## src/rtl/core/iecfc_pkg.sv

```systemverilog
package iecfc_pkg;

  // Search sequencer for the sample counter of a sampled-values frame.
  typedef enum logic [2:0] {
    PH_IDLE = 3'd0,
    PH_LEN  = 3'd1,
    PH_TAG  = 3'd2,
    PH_HI   = 3'd3,
    PH_LO   = 3'd4,
    PH_DONE = 3'd5
  } phase_t;

  typedef logic [2:0] frame_class_t;
  typedef logic [1:0] sv_variant_t;
  typedef logic [1:0] count_status_t;

  localparam frame_class_t CLS_UNKNOWN = 3'd0;
  localparam frame_class_t CLS_TCP     = 3'd1;
  localparam frame_class_t CLS_UDP     = 3'd2;
  localparam frame_class_t CLS_ARP     = 3'd3;
  localparam frame_class_t CLS_GOOSE   = 3'd4;
  localparam frame_class_t CLS_SV      = 3'd5;

  localparam sv_variant_t VAR_NONE = 2'd0;
  localparam sv_variant_t VAR_92   = 2'd1;
  localparam sv_variant_t VAR_91   = 2'd2;

  localparam count_status_t ST_NA       = 2'd0;
  localparam count_status_t ST_FOUND    = 2'd1;
  localparam count_status_t ST_HOP_LIM  = 2'd2;
  localparam count_status_t ST_SHORT    = 2'd3;

  localparam logic [15:0] ET_VLAN  = 16'h8100;
  localparam logic [15:0] ET_GOOSE = 16'h88B8;
  localparam logic [15:0] ET_SV    = 16'h88BA;
  localparam logic [15:0] ET_IPV4  = 16'h0800;
  localparam logic [15:0] ET_ARP   = 16'h0806;

  localparam logic [7:0] PROTO_TCP     = 8'h06;
  localparam logic [7:0] PROTO_UDP     = 8'h11;
  localparam logic [7:0] TAG_SMPCNT    = 8'h82;
  localparam logic [7:0] SHORT_LEN_MAX = 8'h3C;
  localparam logic [7:0] LONG_LEN_BASE = 8'h80;
  localparam logic [7:0] PDU_91        = 8'h80;
  localparam logic [7:0] PDU_92        = 8'h60;

  // Frame byte positions (tagged layout; untagged sampled values sit 4 lower).
  localparam int unsigned POS_OUTER_HI   = 12;
  localparam int unsigned POS_OUTER_LO   = 13;
  localparam int unsigned POS_INNER_HI   = 16;
  localparam int unsigned POS_INNER_LO   = 17;
  localparam int unsigned POS_PDU_UNTAG  = 22;
  localparam int unsigned POS_IP_PROTO   = 23;
  localparam int unsigned POS_PDU_TAGGED = 26;
  localparam int unsigned OFS_91_COUNT   = 46;

endpackage

```

## src/rtl/core/iec61850_frame_classifier_top.sv

```systemverilog
// Channel   Direction  Handshake            Payload
// in_       input      in_valid/in_ready    in_data_byte[7:0], in_last_byte
// out_      output     out_valid/out_ready  out_frame_class[2:0], out_vlan_tagged,
//                                           out_sv_variant[1:0], out_sample_count[15:0],
//                                           out_count_status[1:0]
// cfg_      input      cfg_wr_en            cfg_wr_data[7:0] (frame start offset)
//
// One byte is transferred per cycle; each byte is parsed in the cycle it is accepted.
// The result of a frame is loaded into the output register in the cycle after its last byte.
// Synchronous active-low reset clears the offset, the frame state and the output valid.
// Input stalls only while a result waits in the output register and out_ready is low.
module iec61850_frame_classifier_top #(
  parameter int unsigned MAX_TAG_HOPS    = 100,
  parameter int unsigned MAX_FRAME_BYTES = 2048
) (
  input  logic        clk,
  input  logic        rst_n,
  input  logic        in_valid,
  output logic        in_ready,
  input  logic [7:0]  in_data_byte,
  input  logic        in_last_byte,
  output logic        out_valid,
  input  logic        out_ready,
  output logic [2:0]  out_frame_class,
  output logic        out_vlan_tagged,
  output logic [1:0]  out_sv_variant,
  output logic [15:0] out_sample_count,
  output logic [1:0]  out_count_status,
  input  logic        cfg_wr_en,
  input  logic [7:0]  cfg_wr_data
);

  // Position counters hold values up to MAX_FRAME_BYTES, which also marks saturation.
  localparam int unsigned POS_W = $clog2(MAX_FRAME_BYTES + 1);
  localparam int unsigned CMP_W = (POS_W > 8) ? POS_W : 8;
  // A jump target can exceed the frame limit by at most 128 before saturating.
  localparam int unsigned TGT_W = POS_W + 2;
  localparam int unsigned HOP_W = $clog2(MAX_TAG_HOPS + 1);
  localparam logic [POS_W-1:0] POS_MAX = POS_W'(MAX_FRAME_BYTES);

  logic [7:0]       cfg_offset_r;

  logic [POS_W-1:0] byte_pos_r,  byte_pos_nxt;
  logic [15:0]      outer_r,     outer_nxt;
  logic [15:0]      inner_r,     inner_nxt;
  logic [7:0]       proto_r,     proto_nxt;
  logic [1:0]       variant_r,   variant_nxt;
  logic [POS_W-1:0] target_r,    target_nxt;
  logic [HOP_W-1:0] hop_r,       hop_nxt;
  iecfc_pkg::phase_t phase_r,    phase_nxt;
  logic [15:0]      count_r,     count_nxt;
  logic [1:0]       status_r,    status_nxt;

  logic             out_valid_r, out_valid_nxt;
  logic [2:0]       out_class_r, out_class_nxt;
  logic             out_vlan_r,  out_vlan_nxt;
  logic [1:0]       out_var_r,   out_var_nxt;
  logic [15:0]      out_count_r, out_count_nxt;
  logic [1:0]       out_stat_r,  out_stat_nxt;

  logic             in_fire;

  // The output register is the only buffer: a new byte may enter whenever the slot
  // is empty or is being emptied in this cycle.
  assign in_ready = !out_valid_r || out_ready;
  assign in_fire  = in_valid && in_ready;

  function automatic logic [POS_W-1:0] sat_pos(input logic [TGT_W-1:0] v);
    if (v > TGT_W'(MAX_FRAME_BYTES)) begin
      sat_pos = POS_MAX;
    end else begin
      sat_pos = v[POS_W-1:0];
    end
  endfunction

  always_ff @(posedge clk) begin
    if (!rst_n) begin
      cfg_offset_r <= 8'd0;
    end else if (cfg_wr_en) begin
      cfg_offset_r <= cfg_wr_data;
    end
  end

  // Frame state and the sequencer register.
  always_ff @(posedge clk) begin
    if (!rst_n) begin
      byte_pos_r <= '0;
      outer_r    <= '0;
      inner_r    <= '0;
      proto_r    <= '0;
      variant_r  <= '0;
      target_r   <= '0;
      hop_r      <= '0;
      phase_r    <= iecfc_pkg::PH_IDLE;
      count_r    <= '0;
      status_r   <= '0;
      out_valid_r <= 1'b0;
    end else begin
      byte_pos_r <= byte_pos_nxt;
      outer_r    <= outer_nxt;
      inner_r    <= inner_nxt;
      proto_r    <= proto_nxt;
      variant_r  <= variant_nxt;
      target_r   <= target_nxt;
      hop_r      <= hop_nxt;
      phase_r    <= phase_nxt;
      count_r    <= count_nxt;
      status_r   <= status_nxt;
      out_valid_r <= out_valid_nxt;
    end
  end

  // Result payload needs no reset; it is qualified by out_valid_r.
  always_ff @(posedge clk) begin
    out_class_r <= out_class_nxt;
    out_vlan_r  <= out_vlan_nxt;
    out_var_r   <= out_var_nxt;
    out_count_r <= out_count_nxt;
    out_stat_r  <= out_stat_nxt;
  end

  always_comb begin
    logic [POS_W-1:0] p;
    logic [TGT_W-1:0] p_ext;
    logic [7:0]       skip;
    logic [HOP_W-1:0] hop_inc;
    logic             at_pdu;
    logic             is_sv;
    logic [2:0]       cls;
    logic [1:0]       stat;

    byte_pos_nxt  = byte_pos_r;
    outer_nxt     = outer_r;
    inner_nxt     = inner_r;
    proto_nxt     = proto_r;
    variant_nxt   = variant_r;
    target_nxt    = target_r;
    hop_nxt       = hop_r;
    phase_nxt     = phase_r;
    count_nxt     = count_r;
    status_nxt    = status_r;

    p       = POS_W'(CMP_W'(byte_pos_r) - CMP_W'(cfg_offset_r));
    p_ext   = TGT_W'(p);
    hop_inc = hop_r + HOP_W'(1);
    at_pdu  = ((outer_r == iecfc_pkg::ET_SV) && (p == POS_W'(iecfc_pkg::POS_PDU_UNTAG))) ||
              ((outer_r == iecfc_pkg::ET_VLAN) && (inner_r == iecfc_pkg::ET_SV) &&
               (p == POS_W'(iecfc_pkg::POS_PDU_TAGGED)));

    // BER length: long form skips the length octets, short form (1..0x3C) skips the content.
    if (in_data_byte > iecfc_pkg::LONG_LEN_BASE) begin
      skip = in_data_byte - iecfc_pkg::LONG_LEN_BASE + 8'd1;
    end else if ((in_data_byte >= 8'd1) && (in_data_byte <= iecfc_pkg::SHORT_LEN_MAX)) begin
      skip = in_data_byte + 8'd1;
    end else begin
      skip = 8'd1;
    end

    if (in_fire && (byte_pos_r < POS_MAX)) begin
      byte_pos_nxt = byte_pos_r + POS_W'(1);
      if (CMP_W'(byte_pos_r) >= CMP_W'(cfg_offset_r)) begin
        if ((p == POS_W'(iecfc_pkg::POS_OUTER_HI)) || (p == POS_W'(iecfc_pkg::POS_OUTER_LO))) begin
          outer_nxt = {outer_r[7:0], in_data_byte};
        end
        if (((p == POS_W'(iecfc_pkg::POS_INNER_HI)) || (p == POS_W'(iecfc_pkg::POS_INNER_LO))) &&
            (outer_r == iecfc_pkg::ET_VLAN)) begin
          inner_nxt = {inner_r[7:0], in_data_byte};
        end
        if ((p == POS_W'(iecfc_pkg::POS_IP_PROTO)) && (outer_r == iecfc_pkg::ET_IPV4)) begin
          proto_nxt = in_data_byte;
        end

        if (phase_r == iecfc_pkg::PH_IDLE) begin
          if (at_pdu) begin
            if (in_data_byte == iecfc_pkg::PDU_92) begin
              variant_nxt = iecfc_pkg::VAR_92;
              hop_nxt     = '0;
              target_nxt  = sat_pos(p_ext + TGT_W'(1));
              phase_nxt   = iecfc_pkg::PH_LEN;
            end else if (in_data_byte == iecfc_pkg::PDU_91) begin
              variant_nxt = iecfc_pkg::VAR_91;
              target_nxt  = sat_pos(p_ext + TGT_W'(iecfc_pkg::OFS_91_COUNT));
              phase_nxt   = iecfc_pkg::PH_HI;
            end else begin
              variant_nxt = iecfc_pkg::VAR_NONE;
              phase_nxt   = iecfc_pkg::PH_DONE;
            end
          end
        end else if (p == target_r) begin
          case (phase_r)
            iecfc_pkg::PH_LEN: begin
              target_nxt = sat_pos(p_ext + TGT_W'(skip));
              phase_nxt  = iecfc_pkg::PH_TAG;
            end
            iecfc_pkg::PH_TAG: begin
              hop_nxt = hop_inc;
              if (in_data_byte == iecfc_pkg::TAG_SMPCNT) begin
                target_nxt = sat_pos(p_ext + TGT_W'(2));
                phase_nxt  = iecfc_pkg::PH_HI;
              end else if (hop_inc >= HOP_W'(MAX_TAG_HOPS)) begin
                status_nxt = iecfc_pkg::ST_HOP_LIM;
                phase_nxt  = iecfc_pkg::PH_DONE;
              end else begin
                target_nxt = sat_pos(p_ext + TGT_W'(1));
                phase_nxt  = iecfc_pkg::PH_LEN;
              end
            end
            iecfc_pkg::PH_HI: begin
              count_nxt  = {in_data_byte, 8'h00};
              target_nxt = sat_pos(p_ext + TGT_W'(1));
              phase_nxt  = iecfc_pkg::PH_LO;
            end
            iecfc_pkg::PH_LO: begin
              count_nxt  = {count_r[15:8], in_data_byte};
              status_nxt = iecfc_pkg::ST_FOUND;
              phase_nxt  = iecfc_pkg::PH_DONE;
            end
            default: begin
            end
          endcase
        end
      end
    end

    // Classification looks at the state including the byte of this cycle.
    is_sv = (outer_nxt == iecfc_pkg::ET_SV) ||
            ((outer_nxt == iecfc_pkg::ET_VLAN) && (inner_nxt == iecfc_pkg::ET_SV));
    cls = iecfc_pkg::CLS_UNKNOWN;
    if (outer_nxt == iecfc_pkg::ET_IPV4) begin
      if (proto_nxt == iecfc_pkg::PROTO_TCP) begin
        cls = iecfc_pkg::CLS_TCP;
      end else if (proto_nxt == iecfc_pkg::PROTO_UDP) begin
        cls = iecfc_pkg::CLS_UDP;
      end
    end else if (outer_nxt == iecfc_pkg::ET_ARP) begin
      cls = iecfc_pkg::CLS_ARP;
    end else if ((outer_nxt == iecfc_pkg::ET_GOOSE) ||
                 ((outer_nxt == iecfc_pkg::ET_VLAN) && (inner_nxt == iecfc_pkg::ET_GOOSE))) begin
      cls = iecfc_pkg::CLS_GOOSE;
    end else if (is_sv) begin
      cls = iecfc_pkg::CLS_SV;
    end

    // A variant without a final status means the frame ended before the counter.
    stat = iecfc_pkg::ST_NA;
    if ((cls == iecfc_pkg::CLS_SV) && (variant_nxt != iecfc_pkg::VAR_NONE)) begin
      stat = (status_nxt != iecfc_pkg::ST_NA) ? status_nxt : iecfc_pkg::ST_SHORT;
    end

    out_class_nxt = out_class_r;
    out_vlan_nxt  = out_vlan_r;
    out_var_nxt   = out_var_r;
    out_count_nxt = out_count_r;
    out_stat_nxt  = out_stat_r;
    out_valid_nxt = out_valid_r && !out_ready;

    if (in_fire && in_last_byte) begin
      out_valid_nxt = 1'b1;
      out_class_nxt = cls;
      out_vlan_nxt  = (outer_nxt == iecfc_pkg::ET_VLAN);
      out_var_nxt   = (cls == iecfc_pkg::CLS_SV) ? variant_nxt : iecfc_pkg::VAR_NONE;
      out_count_nxt = (stat == iecfc_pkg::ST_FOUND) ? count_nxt : 16'd0;
      out_stat_nxt  = stat;

      // The frame is complete: start the next one from a clean state.
      byte_pos_nxt = '0;
      outer_nxt    = '0;
      inner_nxt    = '0;
      proto_nxt    = '0;
      variant_nxt  = '0;
      target_nxt   = '0;
      hop_nxt      = '0;
      phase_nxt    = iecfc_pkg::PH_IDLE;
      count_nxt    = '0;
      status_nxt   = '0;
    end
  end

  assign out_valid        = out_valid_r;
  assign out_frame_class  = out_class_r;
  assign out_vlan_tagged  = out_vlan_r;
  assign out_sv_variant   = out_var_r;
  assign out_sample_count = out_count_r;
  assign out_count_status = out_stat_r;

  // A count status or a variant is only ever reported for a sampled-values frame.
  a_status_only_sv: assert property (@(posedge clk) disable iff (!rst_n)
    (out_valid_r && ((out_stat_r != iecfc_pkg::ST_NA) || (out_var_r != iecfc_pkg::VAR_NONE)))
      |-> (out_class_r == iecfc_pkg::CLS_SV))
    else $error("count status or variant reported for a non-SV frame");

  // The sample count is zero unless it was found.
  a_count_zero: assert property (@(posedge clk) disable iff (!rst_n)
    (out_valid_r && (out_stat_r != iecfc_pkg::ST_FOUND)) |-> (out_count_r == 16'd0))
    else $error("sample count set without found status");

  // The hop counter is left at zero whenever the search is idle.
  a_hop_idle: assert property (@(posedge clk) disable iff (!rst_n)
    (phase_r == iecfc_pkg::PH_IDLE) |-> (hop_r == '0))
    else $error("hop counter non-zero while search idle");

  // Transfer of the last byte clears the frame state and loads a result.
  a_last_clears: assert property (@(posedge clk) disable iff (!rst_n)
    (in_fire && in_last_byte) |=>
      (out_valid_r && (byte_pos_r == '0) && (phase_r == iecfc_pkg::PH_IDLE)))
    else $error("frame state not cleared after last byte");

endmodule

```

## config.mk

```make
export PLATFORM = sky130hd
export DESIGN_NAME = iec61850_frame_classifier_top
export DESIGN_NICKNAME = d
export VERILOG_FILES = /design/src/rtl/core/iecfc_pkg.sv /design/src/rtl/core/iec61850_frame_classifier_top.sv
export SDC_FILE = /design/constraint.sdc
export NUM_CORES = 1
export LEC_CHECK = 0
export ABC_AREA = 1
export BUFFER_PORTS_ARGS = -buffer_cell sky130_fd_sc_hd__buf_2
export CAP_MARGIN = 20
export CORE_UTILIZATION = 40
export CTS_BUF_LIST = sky130_fd_sc_hd__clkbuf_4 sky130_fd_sc_hd__clkbuf_8 sky130_fd_sc_hd__clkbuf_16
export CTS_CLUSTER_SIZE = 40
export DETAILED_ROUTE_END_ITERATION = 12
export GPL_TIMING_DRIVEN = 0
export PLACE_DENSITY_LB_ADDON = 0.12
export SLEW_MARGIN = 5
export SYNTH_ARGS = -nofsm -noshare
export SYNTH_HDL_FRONTEND = slang
export SYNTH_SLANG_ARGS = --single-unit
```

## constraint.sdc

```tcl
create_clock -name clk -period 9.5 [get_ports clk]
set_input_delay 1.425 -clock clk [delete_from_list [all_inputs] [get_ports clk]]
set_output_delay 1.425 -clock clk [all_outputs]
set_load 0.05 [all_outputs]
```

==> results_dict.tcl, run 1 <==
set metrics [dict create \
    cts_resized 0 \
    r2r_cells 21 \
    period_share 0.573 \
    grt_pass1_vias 7799 \
    worstHoldPathCells 2 \
    clock_sinks 127 \
    worstPathArrival_ns 5.81 \
    layout_commonest_cell "nand2_1" \
    ys_seq_area_frac 0.326 \
    r2r_slack_ns 4.96 \
    setup_viol 0 \
    syn_nets 1340 \
    fp.dieH_um 148 \
    grt_setup_unrepaired "no" \
    grtUsageMet3 0.0402 \
    r2r_start "byte_pos_r[0]$_SDFFE_PP0P_" \
    final_cell_mix "nand2_1, nor2_1, inv_1, nand3_1, dfxtp_1" \
    tns_ns 0 \
    clock_latency_ns 0.44 \
    tightestPinTransition_ns 0.967 \
    syn_to_final_growth_pct 13.7 \
    final_layout_size_suffix_gt1_frac 0.109 \
    dp_hpwl_mm 18.7 \
    slew_violations 0 \
    die_area_mm2 0.0219 \
    hold_buffers 0 \
    cp-start-kind "primary input" \
    routed_wl_mm 24.5 \
    path_clk_slew_ns 0.07 \
    use_met2 0.368 \
    yosys_register_bits 127 \
    io_buffers 44 \
    worstPathRequired_ns 9.87 \
    worstSetupEndpoint "target_r[6]$_SDFFE_PP0P_" \
    htree_levels 4 \
    start_util 0.408 \
    ios 48 \
    ys_async_sr_fraction 0 \
    vias_per_cell 5.08 \
    track_usage 0.233 \
    ir_drop_uv 124 \
    fin_worst_skew_ns 0.0129 \
    synth_edf_count 24 \
    synth_cell_types 47 \
    multi_input_area_mm2 0.00491 \
    grt_pass1_wl_mm 39.8 \
    cts-root-buf "clkbuf_16" \
    hold_ws_ns 0.471 \
    final_net_count 1404 \
    syn_area_mm2 0.00854 \
    gr-max-usage-layer "met2" \
    place.gp.congestion 0.913 \
    wire_per_inst_um 14.9 \
    avgSynthCellArea_um2 6.63 \
    cts_buffers 17 \
    firstDrtPassIters 11 \
    initialDrtViolationCount 502 \
    cts_tree "done" \
    synthFlopType "dfxtp_1" \
    max-slew-margin-rel 0.353 \
    die_w_um 148 \
    cts_setup_buffers 0 \
    final_antenna_net_count 0 \
    power_density_mw_per_mm2 162 \
    ys_warn_count 0 \
    maxCapViolCount 0 \
    period_minus_slack_ns 5.44 \
    met1_usage 0.316 \
    fmax_ghz 0.184 \
    r2r-end "target_r[6]$_SDFFE_PP0P_" \
    cp_max_fo 8 \
    hold_viol_final 0 \
    crit_type "primary input to register" \
    antenna_found_initial 0 \
    netlist_instances 1288 \
    grt_max_degree 20 \
    overflow 0 \
    drc_errors 0 \
    outcome "finished, final reports clean" \
    diodes 0 \
    crit_start "in_data_byte[0]" \
    coreArea_mm2 0.0210 \
    seq_area_mm2 0.00278 \
    critPathCaptureType "register" \
    num-fill-cells 2306 \
    rows 53 \
    hp-class "register to register" \
    p_leak_nw 4.41 \
    detailroute.via_count 8339 \
    cts_buffer_depth 2 \
]
[worst max-delay path: stages]
cell and delay, ns:
buf_2 0.16, inv_1 0.25, ha_1 0.22, inv_1 0.04, nor2_1 0.09, inv_1 0.07, nor2_1 0.14, inv_1 0.11
nand2_1 0.07, nand2_1 0.09, nand2_1 0.08, ha_1 0.16, inv_1 0.06, fa_1 0.40, o21ai_0 0.32, a21oi_1 0.17
o21ai_0 0.45, xor2_1 0.23, nand2_1 0.07, nor2_1 0.09, nand3_1 0.07, nand2_1 0.13, nand2_1 0.16, o21ai_0 0.35
nand2_1 0.11, nand2_1 0.08, nand2_1 0.07, a21oi_1 0.12
[metal layers]
layer | share of wire | vias up
met5 | 0 | -
met2 | 0.44 | 212
met4 | 0.026 | 0
met3 | 0.046 | 39
met1 | 0.48 | 3802
li1 | - | 4286
[sequential cells by signal (all words and copies together) (netlist names), 2 cells and up]
| name | cells |
|---|---|
| count_r | 16 |
| outer_r | 16 |
| hop_r | 7 |
| phase_r | 3 |
| inner_r | 16 |
| proto_r | 8 |
| byte_pos_r | 12 |
| out_frame_class | 3 |
| out_count_status | 2 |
| cfg_offset_r | 8 |
| variant_r | 2 |
| status_r | 2 |
| out_sv_variant | 2 |
| out_sample_count | 16 |
| target_r | 12 |
[synth_stat cells, types with 6 or more instances]
library cell  count  area share
nand3_1         112       0.066
o21ai_1           9      0.0053
mux2i_1           7      0.0082
o21ai_0          66       0.039
dfxtp_1         103        0.24
o21a_1            7      0.0062
nand3_2           7      0.0082
a22oi_1           8      0.0070
inv_1           169       0.074
inv_2             7      0.0031
a21oi_1          63       0.037
buf_6             6      0.0079
nor2_1          173       0.076
nor2_2            6      0.0044
nor2_4           16       0.021
xor2_1           31       0.032
clkbuf_1         19      0.0084
nor4_1           10      0.0073
nand2_2          16       0.012
nand2_1         315        0.14
ha_1             28       0.041
nor3_1           23       0.013
nand4_1          19       0.014
edfxtp_1         24       0.084
[per-stage QoR]
step / utilization / area, um2 / total power, mW / worst slack [ns] / instances
5_1_grt: 0.463 / 9710 / 1.66 / 3.61 / 1640
2_1_floorplan: - / 8540 / 0.829 / 4.80 / 1288
6_report: 0.463 / 9710 / 1.58 / 4.06 / 1640
4_1_cts: 0.463 / 9710 / 1.58 / 4.11 / 1640
3_3_place_gp: 0.435 / 9100 / 0.927 / 3.70 / 1607
3_5_place_dp: 0.435 / 9120 / 0.928 / 3.72 / 1608
[worst min path at each step]
stage,start,to,slack (ns)
floorplan,cfg_offset_r[2]$_SDFFE_PN0P_,cfg_offset_r[2]$_SDFFE_PN0P_,0.44
global placement,status_r[1]$_SDFF_PP0_,status_r[1]$_SDFF_PP0_,0.46
detailed placement,status_r[1]$_SDFF_PP0_,status_r[1]$_SDFF_PP0_,0.47
CTS,phase_r[1]$_SDFFE_PP0P_,phase_r[1]$_SDFFE_PP0P_,0.48
global route,cfg_offset_r[2]$_SDFFE_PN0P_,cfg_offset_r[2]$_SDFFE_PN0P_,0.51
finish,cfg_offset_r[6]$_SDFFE_PN0P_,cfg_offset_r[6]$_SDFFE_PN0P_,0.47
[area by class of cell]
| type | instances | area share |
|---|---|---|
| Timing Repair Buffer | 45 | 0.0242 |
| Clock inverter | 15 | 0.0168 |
| Inverter | 177 | 0.0684 |
| Buffer | 31 | 0.0192 |
| Clock buffer | 17 | 0.0438 |
| Multi-Input combinational cell | 953 | 0.506 |
| Sequential cell | 127 | 0.287 |
| Tap cell | 275 | 0.0354 |
[report_power, final]
part / switching [mW] / internal (mW)
sequential: 0.00231 / 0.555
combinational: 0.263 / 0.101
clock: 0.304 / 0.352
total: 0.569 / 1.01
[kinds of logic (layout without fill, tap and decap cells)]
family                     after synthesis  after routing  share of synthesized area
DFF                                    127            127                      0.326
AOI/OAI and AO/OA                      170            170                      0.112
xor gates and xnor gates                36             36                     0.0369
adders and majority gates               30             30                     0.0457
and+or+nand+nor                        710            710                      0.372
muxes                                    7              7                    0.00820
buffers and inverters                  208            285                     0.0996
Note: power is estimated with default switching activity, not from simulation.
==> inputs of run 2 (changes only) <==
- ABC_AREA: 1 -> 0
- clock period: 9.5 -> 4.45 ns (I/O delays scaled with it)
==> results_dict.tcl, run 2 <==
set metrics [dict create \
    hold_viol_final 0 \
    ys_async_sr_fraction 0 \
    vias_per_cell 5.89 \
    clock_latency_ns 0.43 \
    dp_hpwl_mm 21.0 \
    routed_wl_mm 28.1 \
    ios 48 \
    cts_tree "done" \
    cp-start-kind "register" \
    cp_max_fo 9 \
    synth_area_leaders "dfxtp_1, edfxtp_1, mux2i_1" \
    met1_usage 0.366 \
    hold_ws_ns 0.457 \
    grt_pass1_vias 7538 \
    diodes 0 \
    cts_buffer_depth 2 \
    dp_cells 1379 \
    synth_edf_count 24 \
    grt_max_degree 25 \
    synthFlopType "dfxtp_1" \
    rows 53 \
    netlist_instances 1059 \
    die_area_mm2 0.0225 \
    antenna_found_initial 0 \
    final_antenna_net_count 0 \
    grt_setup_unrepaired "yes" \
    p_leak_nw 3.73 \
    final_net_count 1207 \
    yosys_register_bits 127 \
    setup_viol 0 \
    pre_cts_ws_ns -1.33 \
    worstPathRequired_ns 4.79 \
    drc_errors 0 \
    period_share 0.971 \
    cts-root-buf "clkbuf_16" \
    track_usage 0.251 \
    die_w_um 150 \
    place.gp.congestion 0.927 \
    tightestPinTransition_ns 0.923 \
    cts_buffers 17 \
    slew_violations 0 \
    final_cell_mix "nand2_1, dfxtp_1, nor2_1, a21oi_1, buf_2" \
    outcome "finished, final reports clean" \
    power_density_mw_per_mm2 330 \
    ir_drop_uv 334 \
    synth_cell_types 102 \
    start_util 0.412 \
    fp.dieH_um 150 \
    yosys-top-cells-count "nand2_1, dfxtp_1, nor2_1" \
    gr-max-usage-layer "met2" \
    grt_pass1_wl_mm 43.1 \
    period_minus_slack_ns 4.32 \
    grtUsageMet3 0.0261 \
    critPathCaptureType "register" \
    ys_warn_count 0 \
    maxCapViolCount 0 \
    fmax_ghz 0.231 \
    fin_worst_skew_ns 0.0134 \
    max-slew-margin-rel 0.384 \
    hp-class "register to register" \
    use_met2 0.384 \
    overflow 0 \
    timing.final.ws_setup_ns 0.127 \
    syn_nets 1111 \
    firstDrtPassIters 6 \
    clock_sinks 127 \
    synth_most_common_cell "nand2_1" \
    io_buffers 45 \
    synth.top_cell.area_share 0.235 \
    ys_seq_area_frac 0.317 \
    syn_area_mm2 0.00877 \
    hold_buffers 0 \
    avgSynthCellArea_um2 8.28 \
    htree_levels 4 \
    detailroute.via_count 8504 \
    fin_cells 1443 \
    crit_type "register to register" \
    syn_to_final_growth_pct 19.4 \
    yosys.area.top_type "dfxtp_1" \
    path_clk_slew_ns 0.06 \
    wire_per_inst_um 19.5 \
    worstPathArrival_ns 4.66 \
    final_layout_size_suffix_gt1_frac 0.184 \
    initialDrtViolationCount 1010 \
    coreArea_mm2 0.0213 \
    layout_commonest_cell "nand2_1" \
]
==> run 2: cell types whose count changed after synthesis, sizes merged, moves of 19 or more <==
cell    previous run  this run
xnor2              5        28
or3                0        19
nand2            333       124
nor2             195        99
mux2i              7        49
inv              176        33
nor2b              0        20
nand3            119        28
o21ai             75        47
clkbuf            19        40
nor3              23        42
==> run 2: layout make-up <==
type                    count  area, um2
fillers                  2123      10800
plain buffers              58        323
clock inverters            13        116
well taps                 275        344
multi-input cells         839       5820
clock buffers              19        464
flip-flops and latches    127       2780
inverters                  34        139
repair buffers             78        485
==> run 2: kinds of logic (layout without fill, tap and decap cells) <==
kind of cell	Yosys count	in the layout	share of synthesized area
and+or+nand+nor	455	455	0.275
xor gates and xnor gates	51	51	0.0606
muxes	54	54	0.0623
DFF	127	127	0.317
buffers and inverters	93	202	0.0505
AOI/OAI and AO/OA	249	249	0.190
adders and majority gates	30	30	0.0445
==> run 2: stage by stage <==
stage	setup TNS [ns]	area, um2	power (mW)	util
final	0	10500	3.46	0.492
after global routing	-0.321	10500	3.59	0.492
after CTS	0	10000	3.38	0.472
after detailed placement	-16.72	9340	1.97	0.439
after global placement	-17.32	9340	1.97	0.439
after floorplan	0	8770	1.77	-
==> run 2: critical path: stages, from the launching register on <==
cell	delay (ns)
dfxtp_1	0.36
inv_1	0.08
ha_1	0.37
clkbuf_1	0.46
inv_1	0.29
ha_1	0.32
a211oi_2	0.26
o21bai_1	0.13
o41a_1	0.44
a21o_1	0.19
or3_1	0.32
a211oi_2	0.29
o211ai_1	0.20
a21oi_1	0.21
o211ai_1	0.10
o31ai_1	0.19
==> run 2: worst paths after layout <==
| check | startpoint | end | slack, ns | cells after the start |
|---|---|---|---|---|
| worst max-delay path | byte_pos_r[0]$_SDFFE_PP0P_ | target_r[1]$_SDFFE_PP0P_ | 0.13 | 15 |
| worst min-delay path | status_r[1]$_SDFF_PP0_ | status_r[1]$_SDFF_PP0_ | 0.46 | 2 |
| worst max register to register | byte_pos_r[0]$_SDFFE_PP0P_ | target_r[1]$_SDFFE_PP0P_ | 0.13 | 15 |
| worst min register to register | status_r[1]$_SDFF_PP0_ | status_r[1]$_SDFF_PP0_ | 0.46 | 2 |
==> run 2: repair_timing <==
action | in CTS | in global routing
resized for setup | 20 | 45
endpoints found under the setup margin | 31 | 41
cloned | 0 | 0
pin swaps | 4 | 22
setup buffers | 3 | 30
==> run 2: layer usage <==
| metal | wire length [um] | vias to the layer above | share of wire |
|---|---|---|---|
| li1 | - | 4092 | - |
| met1 | 13300 | 4071 | 0.47 |
| met2 | 12700 | 293 | 0.45 |
| met3 | 1510 | 48 | 0.054 |
| met4 | 594 | 0 | 0.021 |
| met5 | 0 | - | 0 |
==> run 2: where the power goes <==
group,switching [mW],internal (mW)
registers,0.00655,1.19
clock network,0.599,0.781
logic,0.555,0.330
total,1.16,2.30
